## src/rtl/core/assert_macros.svh

```systemverilog
// Assertion macros shared by the RTL of the alarm latch manager.
// Each macro expects signals named clk and arst_n in the using module.
`ifndef ASSERT_MACROS_SVH
`define ASSERT_MACROS_SVH

// The consequent must hold in the same cycle as the antecedent.
`define ALM_ASSERT_NOW(label, ante, cons, msg) \
	label: assert property (@(posedge clk) disable iff (!arst_n) (ante) |-> (cons)) \
		else $error(msg);

// The consequent must hold in the cycle after the antecedent.
`define ALM_ASSERT_NEXT(label, ante, cons, msg) \
	label: assert property (@(posedge clk) disable iff (!arst_n) (ante) |=> (cons)) \
		else $error(msg);

`endif

```

## src/rtl/core/alm_pkg.sv

```systemverilog
package alm_pkg;

	// Command codes carried in the command field.
	typedef enum logic [1:0] {
		CMD_CLEAR   = 2'd0,
		CMD_PREPARE = 2'd1,
		CMD_PROCESS = 2'd2,
		CMD_NOP     = 2'd3
	} alm_cmd_t;

	// Reset policy codes.
	localparam logic [2:0] POL_MANUAL    = 3'd0;
	localparam logic [2:0] POL_AUTO      = 3'd1;
	localparam logic [2:0] POL_AUX       = 3'd2;
	localparam logic [2:0] POL_AUTO_COND = 3'd3;
	localparam logic [2:0] POL_AUTO_PROV = 3'd4;
	localparam logic [2:0] POL_AUTO_PRIO = 3'd5;

	// Severity categories that the logic refers to.
	localparam logic [1:0] SEV_ALARM   = 2'd0;
	localparam logic [1:0] SEV_ANOMALY = 2'd1;
	localparam logic [1:0] SEV_INFO    = 2'd3;

	// One input item.
	typedef struct packed {
		logic [1:0]  command;
		logic        reset_level;
		logic        aux_level;
		logic        selective_level;
		logic [7:0]  selective_code;
		logic [7:0]  signal_code;
		logic [1:0]  severity;
		logic [2:0]  reset_policy;
		logic        activation;
		logic        auto_condition;
		logic [15:0] action_bits;
	} alm_item_t;

	// One result item.
	typedef struct packed {
		logic        latched;
		logic [15:0] action_mask;
		logic [1:0]  worst_severity;
		logic        reset_allowed;
		logic        aux_allowed;
		logic        fault;
	} alm_result_t;

	// Write controls for the latch bank.
	typedef struct packed {
		logic clear;
		logic en;
		logic data;
	} latch_wr_t;

endpackage

```

## src/rtl/core/alarm_latch_manager.sv

```systemverilog
// Pipeline: an item is held in the input register, then in the result register;
// a result stall holds both. The latch bank is read and written in the same cycle.
// Throughput: one item per cycle while the result side is not stalled.
// Reset: arst_n clears all latch flops, edge memories, accumulators and flags
// at once; no clearing pass follows, so an item can be taken right after reset.
module alarm_latch_manager #(
	parameter int LIST_SIZE = 64
) (
	input  logic                 clk,
	input  logic                 arst_n,
	input  logic                 item_valid,
	output logic                 item_stall,
	input  alm_pkg::alm_item_t   item,
	output logic                 result_valid,
	input  logic                 result_stall,
	output alm_pkg::alm_result_t result
);

	logic               s1_valid_q;
	alm_pkg::alm_item_t item_s1;
	logic               result_valid_q;
	logic               advance;
	logic               fire;

	// The result register can take a new item when empty or being emptied.
	assign advance    = !result_valid_q || !result_stall;
	assign fire       = s1_valid_q && advance;
	assign item_stall = s1_valid_q && !advance;

	// Input register valid and result register valid.
	always_ff @(posedge clk or negedge arst_n) begin
		if (!arst_n) begin
			s1_valid_q     <= 1'b0;
			result_valid_q <= 1'b0;
		end else begin
			if (!item_stall) begin
				s1_valid_q <= item_valid;
			end
			if (advance) begin
				result_valid_q <= s1_valid_q;
			end
		end
	end

	// Input payload is captured on each transfer.
	always_ff @(posedge clk) begin
		if (item_valid && !item_stall) begin
			item_s1 <= item;
		end
	end

	alm_eval #(
		.LIST_SIZE(LIST_SIZE)
	) u_eval (
		.clk   (clk),
		.arst_n(arst_n),
		.fire  (fire),
		.item  (item_s1),
		.result(result)
	);

	assign result_valid = result_valid_q;

endmodule

```

## src/rtl/core/alm_latch_bank.sv

```systemverilog
module alm_latch_bank #(
	parameter int LIST_SIZE = 64,
	parameter int IDX_W     = 6
) (
	input  logic              clk,
	input  logic              arst_n,
	input  alm_pkg::latch_wr_t wr,
	input  logic [IDX_W-1:0]  wr_idx,
	input  logic [IDX_W-1:0]  rd_idx,
	output logic              rd_data
);

	logic [LIST_SIZE-1:0] bits_q;

	// One latch flop per code; clear-all drops every latch at once.
	always_ff @(posedge clk or negedge arst_n) begin
		if (!arst_n) begin
			bits_q <= '0;
		end else if (wr.clear) begin
			bits_q <= '0;
		end else if (wr.en) begin
			bits_q[wr_idx] <= wr.data;
		end
	end

	// Read port for the code being evaluated.
	assign rd_data = bits_q[rd_idx];

endmodule

```

## src/rtl/core/alm_eval.sv

```systemverilog
`include "assert_macros.svh"

module alm_eval #(
	parameter int LIST_SIZE = 64
) (
	input  logic                 clk,
	input  logic                 arst_n,
	input  logic                 fire,
	input  alm_pkg::alm_item_t   item,
	output alm_pkg::alm_result_t result
);

	localparam int IDX_W = (LIST_SIZE > 1) ? $clog2(LIST_SIZE) : 1;

	// Edge memories, accumulators and flags.
	logic        reset_prev_q, aux_prev_q, sel_prev_q;
	logic        reset_edge_q, aux_edge_q, sel_edge_q;
	logic [15:0] mask_acc_q;
	logic [1:0]  sev_acc_q;
	logic        reset_en_q, aux_en_q, fault_q;

	logic        reset_prev_d, aux_prev_d, sel_prev_d;
	logic        reset_edge_d, aux_edge_d, sel_edge_d;
	logic [15:0] mask_acc_d;
	logic [1:0]  sev_acc_d;
	logic        reset_en_d, aux_en_d, fault_d;

	alm_pkg::alm_result_t result_q;
	alm_pkg::latch_wr_t   lat_wr;
	logic [IDX_W-1:0]     idx;
	logic                 code_ok;
	logic                 stored;
	logic                 cur;
	logic                 manual;
	logic                 auto_pol;
	logic                 may_clear;
	logic                 new_latch;
	logic                 out_latched;

	// Code range check and latch index.
	assign code_ok = (item.signal_code != 8'd0) &&
		({1'b0, item.signal_code} <= 9'(LIST_SIZE));
	assign idx = IDX_W'(item.signal_code - 8'd1);

	alm_latch_bank #(
		.LIST_SIZE(LIST_SIZE),
		.IDX_W    (IDX_W)
	) u_bank (
		.clk    (clk),
		.arst_n (arst_n),
		.wr     (lat_wr),
		.wr_idx (idx),
		.rd_idx (idx),
		.rd_data(stored)
	);

	assign cur = code_ok && stored;

	// Latch decision for a process command.
	assign manual   = (item.severity <= alm_pkg::SEV_ANOMALY) &&
		(item.reset_policy != alm_pkg::POL_AUTO);
	assign auto_pol = (item.reset_policy == alm_pkg::POL_AUTO_COND) ||
		(item.reset_policy == alm_pkg::POL_AUTO_PROV) ||
		(item.reset_policy == alm_pkg::POL_AUTO_PRIO);
	assign may_clear = !manual || reset_edge_q ||
		(aux_edge_q && (item.reset_policy == alm_pkg::POL_AUX)) ||
		(item.auto_condition && auto_pol) ||
		(sel_edge_q && (item.selective_code == item.signal_code));
	assign new_latch = item.activation || (cur && !may_clear);

	// Next state for the item in the input register.
	always_comb begin
		reset_prev_d = reset_prev_q;
		aux_prev_d   = aux_prev_q;
		sel_prev_d   = sel_prev_q;
		reset_edge_d = reset_edge_q;
		aux_edge_d   = aux_edge_q;
		sel_edge_d   = sel_edge_q;
		mask_acc_d   = mask_acc_q;
		sev_acc_d    = sev_acc_q;
		reset_en_d   = reset_en_q;
		aux_en_d     = aux_en_q;
		fault_d      = fault_q;
		lat_wr       = '0;
		out_latched  = cur;
		unique case (item.command)
			alm_pkg::CMD_CLEAR: begin
				lat_wr.clear = fire;
				reset_prev_d = 1'b0;
				aux_prev_d   = 1'b0;
				sel_prev_d   = 1'b0;
				mask_acc_d   = '0;
				sev_acc_d    = alm_pkg::SEV_INFO;
				reset_en_d   = 1'b0;
				aux_en_d     = 1'b0;
				out_latched  = 1'b0;
			end
			alm_pkg::CMD_PREPARE: begin
				reset_edge_d = item.reset_level && !reset_prev_q;
				aux_edge_d   = item.aux_level && !aux_prev_q;
				sel_edge_d   = item.selective_level && !sel_prev_q;
				reset_prev_d = item.reset_level;
				aux_prev_d   = item.aux_level;
				sel_prev_d   = item.selective_level;
				mask_acc_d   = '0;
				sev_acc_d    = alm_pkg::SEV_INFO;
				reset_en_d   = 1'b0;
				aux_en_d     = 1'b0;
			end
			alm_pkg::CMD_PROCESS: begin
				if (!code_ok) begin
					fault_d = 1'b1;
				end else begin
					lat_wr.en   = fire;
					lat_wr.data = new_latch;
					out_latched = new_latch;
					if (new_latch) begin
						mask_acc_d = mask_acc_q | item.action_bits;
						if (item.severity < sev_acc_q) begin
							sev_acc_d = item.severity;
						end
						if (!item.activation && manual) begin
							reset_en_d = 1'b1;
						end
						if (!item.activation &&
							(item.reset_policy == alm_pkg::POL_AUX)) begin
							aux_en_d = 1'b1;
						end
					end
				end
			end
			alm_pkg::CMD_NOP: begin
			end
			default: begin
			end
		endcase
	end

	// State registers advance once per transfer into the result register.
	always_ff @(posedge clk or negedge arst_n) begin
		if (!arst_n) begin
			reset_prev_q <= 1'b0;
			aux_prev_q   <= 1'b0;
			sel_prev_q   <= 1'b0;
			reset_edge_q <= 1'b0;
			aux_edge_q   <= 1'b0;
			sel_edge_q   <= 1'b0;
			mask_acc_q   <= '0;
			sev_acc_q    <= alm_pkg::SEV_INFO;
			reset_en_q   <= 1'b0;
			aux_en_q     <= 1'b0;
			fault_q      <= 1'b0;
		end else if (fire) begin
			reset_prev_q <= reset_prev_d;
			aux_prev_q   <= aux_prev_d;
			sel_prev_q   <= sel_prev_d;
			reset_edge_q <= reset_edge_d;
			aux_edge_q   <= aux_edge_d;
			sel_edge_q   <= sel_edge_d;
			mask_acc_q   <= mask_acc_d;
			sev_acc_q    <= sev_acc_d;
			reset_en_q   <= reset_en_d;
			aux_en_q     <= aux_en_d;
			fault_q      <= fault_d;
		end
	end

	// Result payload register.
	always_ff @(posedge clk) begin
		if (fire) begin
			result_q.latched        <= out_latched;
			result_q.action_mask    <= mask_acc_d;
			result_q.worst_severity <= sev_acc_d;
			result_q.reset_allowed  <= reset_en_d;
			result_q.aux_allowed    <= aux_en_d;
			result_q.fault          <= fault_d;
		end
	end

	assign result = result_q;

	// The error flag never drops once set.
	`ALM_ASSERT_NEXT(a_fault_sticky, fault_q, fault_q, "fault flag dropped")

	// Clear-all restores the accumulators and enable flags.
	`ALM_ASSERT_NEXT(a_clear_acc,
		fire && (item.command == alm_pkg::CMD_CLEAR),
		(mask_acc_q == 16'd0) && (sev_acc_q == alm_pkg::SEV_INFO) &&
		!reset_en_q && !aux_en_q,
		"clear-all left accumulators set")

	// A manual-reset alarm can only be latched at alarm or anomaly severity.
	`ALM_ASSERT_NOW(a_reset_en_sev, reset_en_q, sev_acc_q <= alm_pkg::SEV_ANOMALY,
		"reset enable without severe latched alarm")

endmodule

```

## config.mk

```make
export PLATFORM = sky130hd
export DESIGN_NAME = alarm_latch_manager
export DESIGN_NICKNAME = d
export VERILOG_FILES = /design/src/rtl/core/alm_pkg.sv /design/src/rtl/core/alarm_latch_manager.sv /design/src/rtl/core/alm_latch_bank.sv /design/src/rtl/core/alm_eval.sv
export VERILOG_INCLUDE_DIRS = /design/src /design/src/rtl/core
export SDC_FILE = /design/constraint.sdc
export NUM_CORES = 1
export LEC_CHECK = 0
export BUFFER_PORTS_ARGS = -buffer_cell sky130_fd_sc_hd__buf_4
export CAP_MARGIN = 20
export CORE_ASPECT_RATIO = 0.8
export CORE_UTILIZATION = 37
export CTS_CLUSTER_DIAMETER = 150
export DETAILED_ROUTE_END_ITERATION = 8
export PLACE_DENSITY = 0.55
export SLEW_MARGIN = 10
export SYNTH_ARGS = -nofsm -noshare
export SYNTH_HDL_FRONTEND = slang
export SYNTH_HIERARCHICAL = 1
export SYNTH_SLANG_ARGS = --single-unit
```

## constraint.sdc

```tcl
create_clock -name clk -period 4.6 [get_ports clk]
set_clock_uncertainty 0.15 [all_clocks]
set_input_delay 0.23 -clock clk [delete_from_list [all_inputs] [get_ports clk]]
set_output_delay 0.23 -clock clk [all_outputs]
set_load 0.02 [all_outputs]
```

==> results.md <==
* Outcome: finished clean
* Skew-Pair Late Insertion Delay at ~0.42 ns
* Synth unique cells at between 50 and 60
* Core region area at 0.0190 mm2
* Combinational power share at between 10% and 20%
* Top delay family on crit path: compound AO/OA/AOI/OAI gates
* Net Sw Frac at between 20% and 30%
* Clock power share at 42.8%
* Avg Inst Size Synth at about 12 um2
* Boundary pin count at slightly above 70
* Worst EP arrival at roughly 4.5 ns
* Flops & latches, synth at between 150 and 200
* Final Hold Vio Count at 0
* PostCTS Resize Cnt at 0
* EDFF count, synth at 66
* Most numerous cell in the Yosys netlist: dfrtp_1
* Layout cells sized above 1 at between 10% and 20%
* Initial antenna violation count at 0
* Global Route Usage Sum at 20.1%
* # placed instances at 919
* Clk pin slew, worst setup/hold paths at 0.07 ns
* P_int at roughly 2.6 mW
* Die ar. at 0.0201 mm2
* Post-synthesis cell area at between 0.007 and 0.008 mm2
* H-tree depth at 4
* Switching power at roughly 850 uW
* Slowest cell delay on critical path at between 0.4 and 0.5 ns
* Finished layout cell area at ~0.0092 mm2
* Maximum fanout along the worst path at 35
* CTS buffer count at 17
* DR iter-0 viols at approximately 580
* Die Ht at ~130 um
* Final Cycle Share at slightly above 90%
* Clk sink count at between 150 and 200
* CTS tree: yes
* Starting density of the core at a little under two fifths
* Post-DP HPWL at ~12 mm
* First-pass GRT wire length at between 30 and 40 mm
* Pin count of the biggest net entering global routing at 55
* CP Data Required Time at about 4.8 ns
* Fin crit period at between 4 and 5 ns
* Worst IR Drop VDD at about 0.00019 V
* Synthesis Warnings at 6
* Worst slew margin at between 20% and 30%
* Number of global-route vias before repair at around 5,500
* DR vias at between 5,000 and 6,000
* Port Buffer Count at slightly above 70
* Async SR Flop Fraction at between 50% and 60%
* Via density per instance at 5.65
* Main area contributors after synthesis: dfrtp_1 (32%), edfxtp_1 (27%), nand3_1 (5.3%), o21ai_0 (5.1%), a21oi_1 (4.6%)
* Cts hold-fix bufs at 48
* Area post-placement at around 0.008 mm2
* RSZ-0062 raised after global routing: false
* Die width at roughly 160 um
* DRC viols at 0
* Net total in the final layout at just under 800
* Routing usage on met1 at just under 30%
* Final ANT Viol Nets at 0
* Yosys top cell area share at 31.6%
* Setup CP Type: reg2reg
* Mapped Cells at about 600
* Post-synthesis sequential area ratio at 59.8%
* Ys flop type: dfrtp_1
* TNS Setup at 0 ns
* Routed len/inst at 19.2 um
* Crit. End Element: flop
* Cell taking the most area after synthesis: dfrtp_1
* Fin Hold WS at between 0.2 and 0.25 ns
* Total Wirelength at ~19 mm
* # setup viols final at 0
* Crit-path cells: inv_1 > ha_1 > inv_1 > mux4_1 > nand3_1 > a41oi_1 > a32o_1 > inv_1 > a311oi_1 > a31oi_1 > or3_1 > nor2_8 > buf_12 > nand3_1 > a21oi_1
* Gr busiest metal: met2
* Max Fclk at about 230 MHz
* CTS Root Cell: clkbuf_16
* Pre-Repair DR Iteration Count at 5
* Grt total ovfl at 0
* CP max stage cell: inv_1
* Sequential power share at between 40% and 50%
* Final Max Tran Viols at 0
* Core Util, Final at about half
* Met2 Use GR at roughly 30%
* Startpoint types: flop
* Finished Layout Cells at 1,000
* PD cells at between 300 and 400 mW/mm2
* Placer Congestion at approximately 0.81
* Top cell by count, worst path: inv_1
* Ant. Diodes at 0
* Postcts setup bufs at 0
* Deepest clock path buffer count at 2
* Area Overhead vs Synth at 27.0%
* Tightest Hold Check Type: in2async
* Top post-synthesis cells by count: dfrtp_1 (91), nand3_1 (77), o21ai_0 (74)
* P_leak at about 3.7 nW
* Row count at 45
* Syn Nets at 667
* CP Buf/Inv Count at 4
* Met3 GRT Util at under 10%
* Max-Cap Viols at 0
* Worst-Margin Slew at 1.05 ns
[sequential cells by signal, indices dropped and copies added (netlist names)]
signal	cells
item_s1	44
result_valid	1
s1_valid_q	1
u_eval/aux_edge_q	1
u_eval/aux_en_q	1
u_eval/aux_prev_q	1
u_eval/fault_q	1
u_eval/mask_acc_q	16
u_eval/reset_edge_q	1
u_eval/reset_en_q	1
u_eval/reset_prev_q	1
u_eval/result	22
u_eval/sel_edge_q	1
u_eval/sel_prev_q	1
u_eval/sev_acc_q	2
u_eval/u_bank/bits_q	64
[final cells by class]
cell class / instances / area [um2]
fillers: 1725 / 9870
flip-flops and latches: 159 / 4310
multi-input cells: 404 / 2690
repair buffers: 136 / 1180
clock buffers: 18 / 429
well taps: 258 / 323
clock inverters: 14 / 183
inverters: 11 / 41.3
[path summary, 6_finish.rpt]
check / startpoint / to / slack (ns) / cells past startpoint
worst max-delay path: item_s1[23] / u_eval/u_bank/bits_q[32] / 0.33 / 15
worst min-delay path: arst_n / u_eval/reset_en_q / 0.24 / 2
worst max register to register: item_s1[23] / u_eval/u_bank/bits_q[32] / 0.33 / 15
worst min register to register: u_eval/fault_q / u_eval/fault_q / 0.32 / 1
max in group asynchronous: arst_n / u_eval/u_bank/bits_q[57] / 3.02 / 3
min in group clk: u_eval/fault_q / u_eval/fault_q / 0.32 / 1
[cells by family (layout without fill, tap and decap cells)]
| group | count (synthesis) | count (layout) | synth area share [%] |
|---|---|---|---|
| muxes | 18 | 18 | 5.81 |
| adders and majority gates | 3 | 3 | 0.521 |
| and+or+nand+nor | 177 | 177 | 13.2 |
| AOI/OAI and AO/OA | 194 | 194 | 16.1 |
| DFF | 159 | 159 | 59.8 |
| buffers and inverters | 53 | 179 | 3.19 |
| xor gates and xnor gates | 12 | 12 | 1.46 |
[worst register-to-register path: stages (launching register included)]
cell and delay, ns:
edfxtp_1 0.45, inv_1 0.12, ha_1 0.23, inv_1 0.48
mux4_1 0.34, nand3_1 0.09, a41oi_1 0.28, a32o_1 0.19
inv_1 0.06, a311oi_1 0.26, a31oi_1 0.15, or3_1 0.48
nor2_8 0.33, buf_12 0.26, nand3_1 0.13, a21oi_1 0.19
[layout by cell type, fill, tap and decap left out, drive strengths merged, types with 17 or more instances in the layout]
cell type	n
buf	88
clkbuf	18
nand3	78
nor2	19
edfxtp	66
mux4	17
nand2	27
a21oi	67
a22o	32
dfrtp	91
o21ai	75
dlygate4sd3	48
[metrics by stage]
step | setup WS, ns | total power, mW
after global placement | 0.520 | 1.94
after CTS | 0.345 | 3.44
after floorplan | 0.0114 | 1.80
after global routing | 0.0822 | 3.56
final | 0.335 | 3.42
after detailed placement | 0.364 | 1.95
[power by group through the flow]
stage                     logic, mW  registers [mW]  clock network [mW]
final                         0.358            1.60                1.46
after floorplan               0.175            1.63                   0
after CTS                     0.357            1.60                1.49
after detailed placement      0.323            1.62                   0
after global placement        0.315            1.62                   0
after global routing          0.390            1.60                1.57
[metal layers]
layer,wire (um),share of wire (%),vias up
met5,0,0,-
met4,211,1.1,0
met3,1340,7.0,21
met2,8960,47,246
met1,8680,45,2840
li1,-,-,2547
Note: power is estimated with default switching activity, not from simulation.
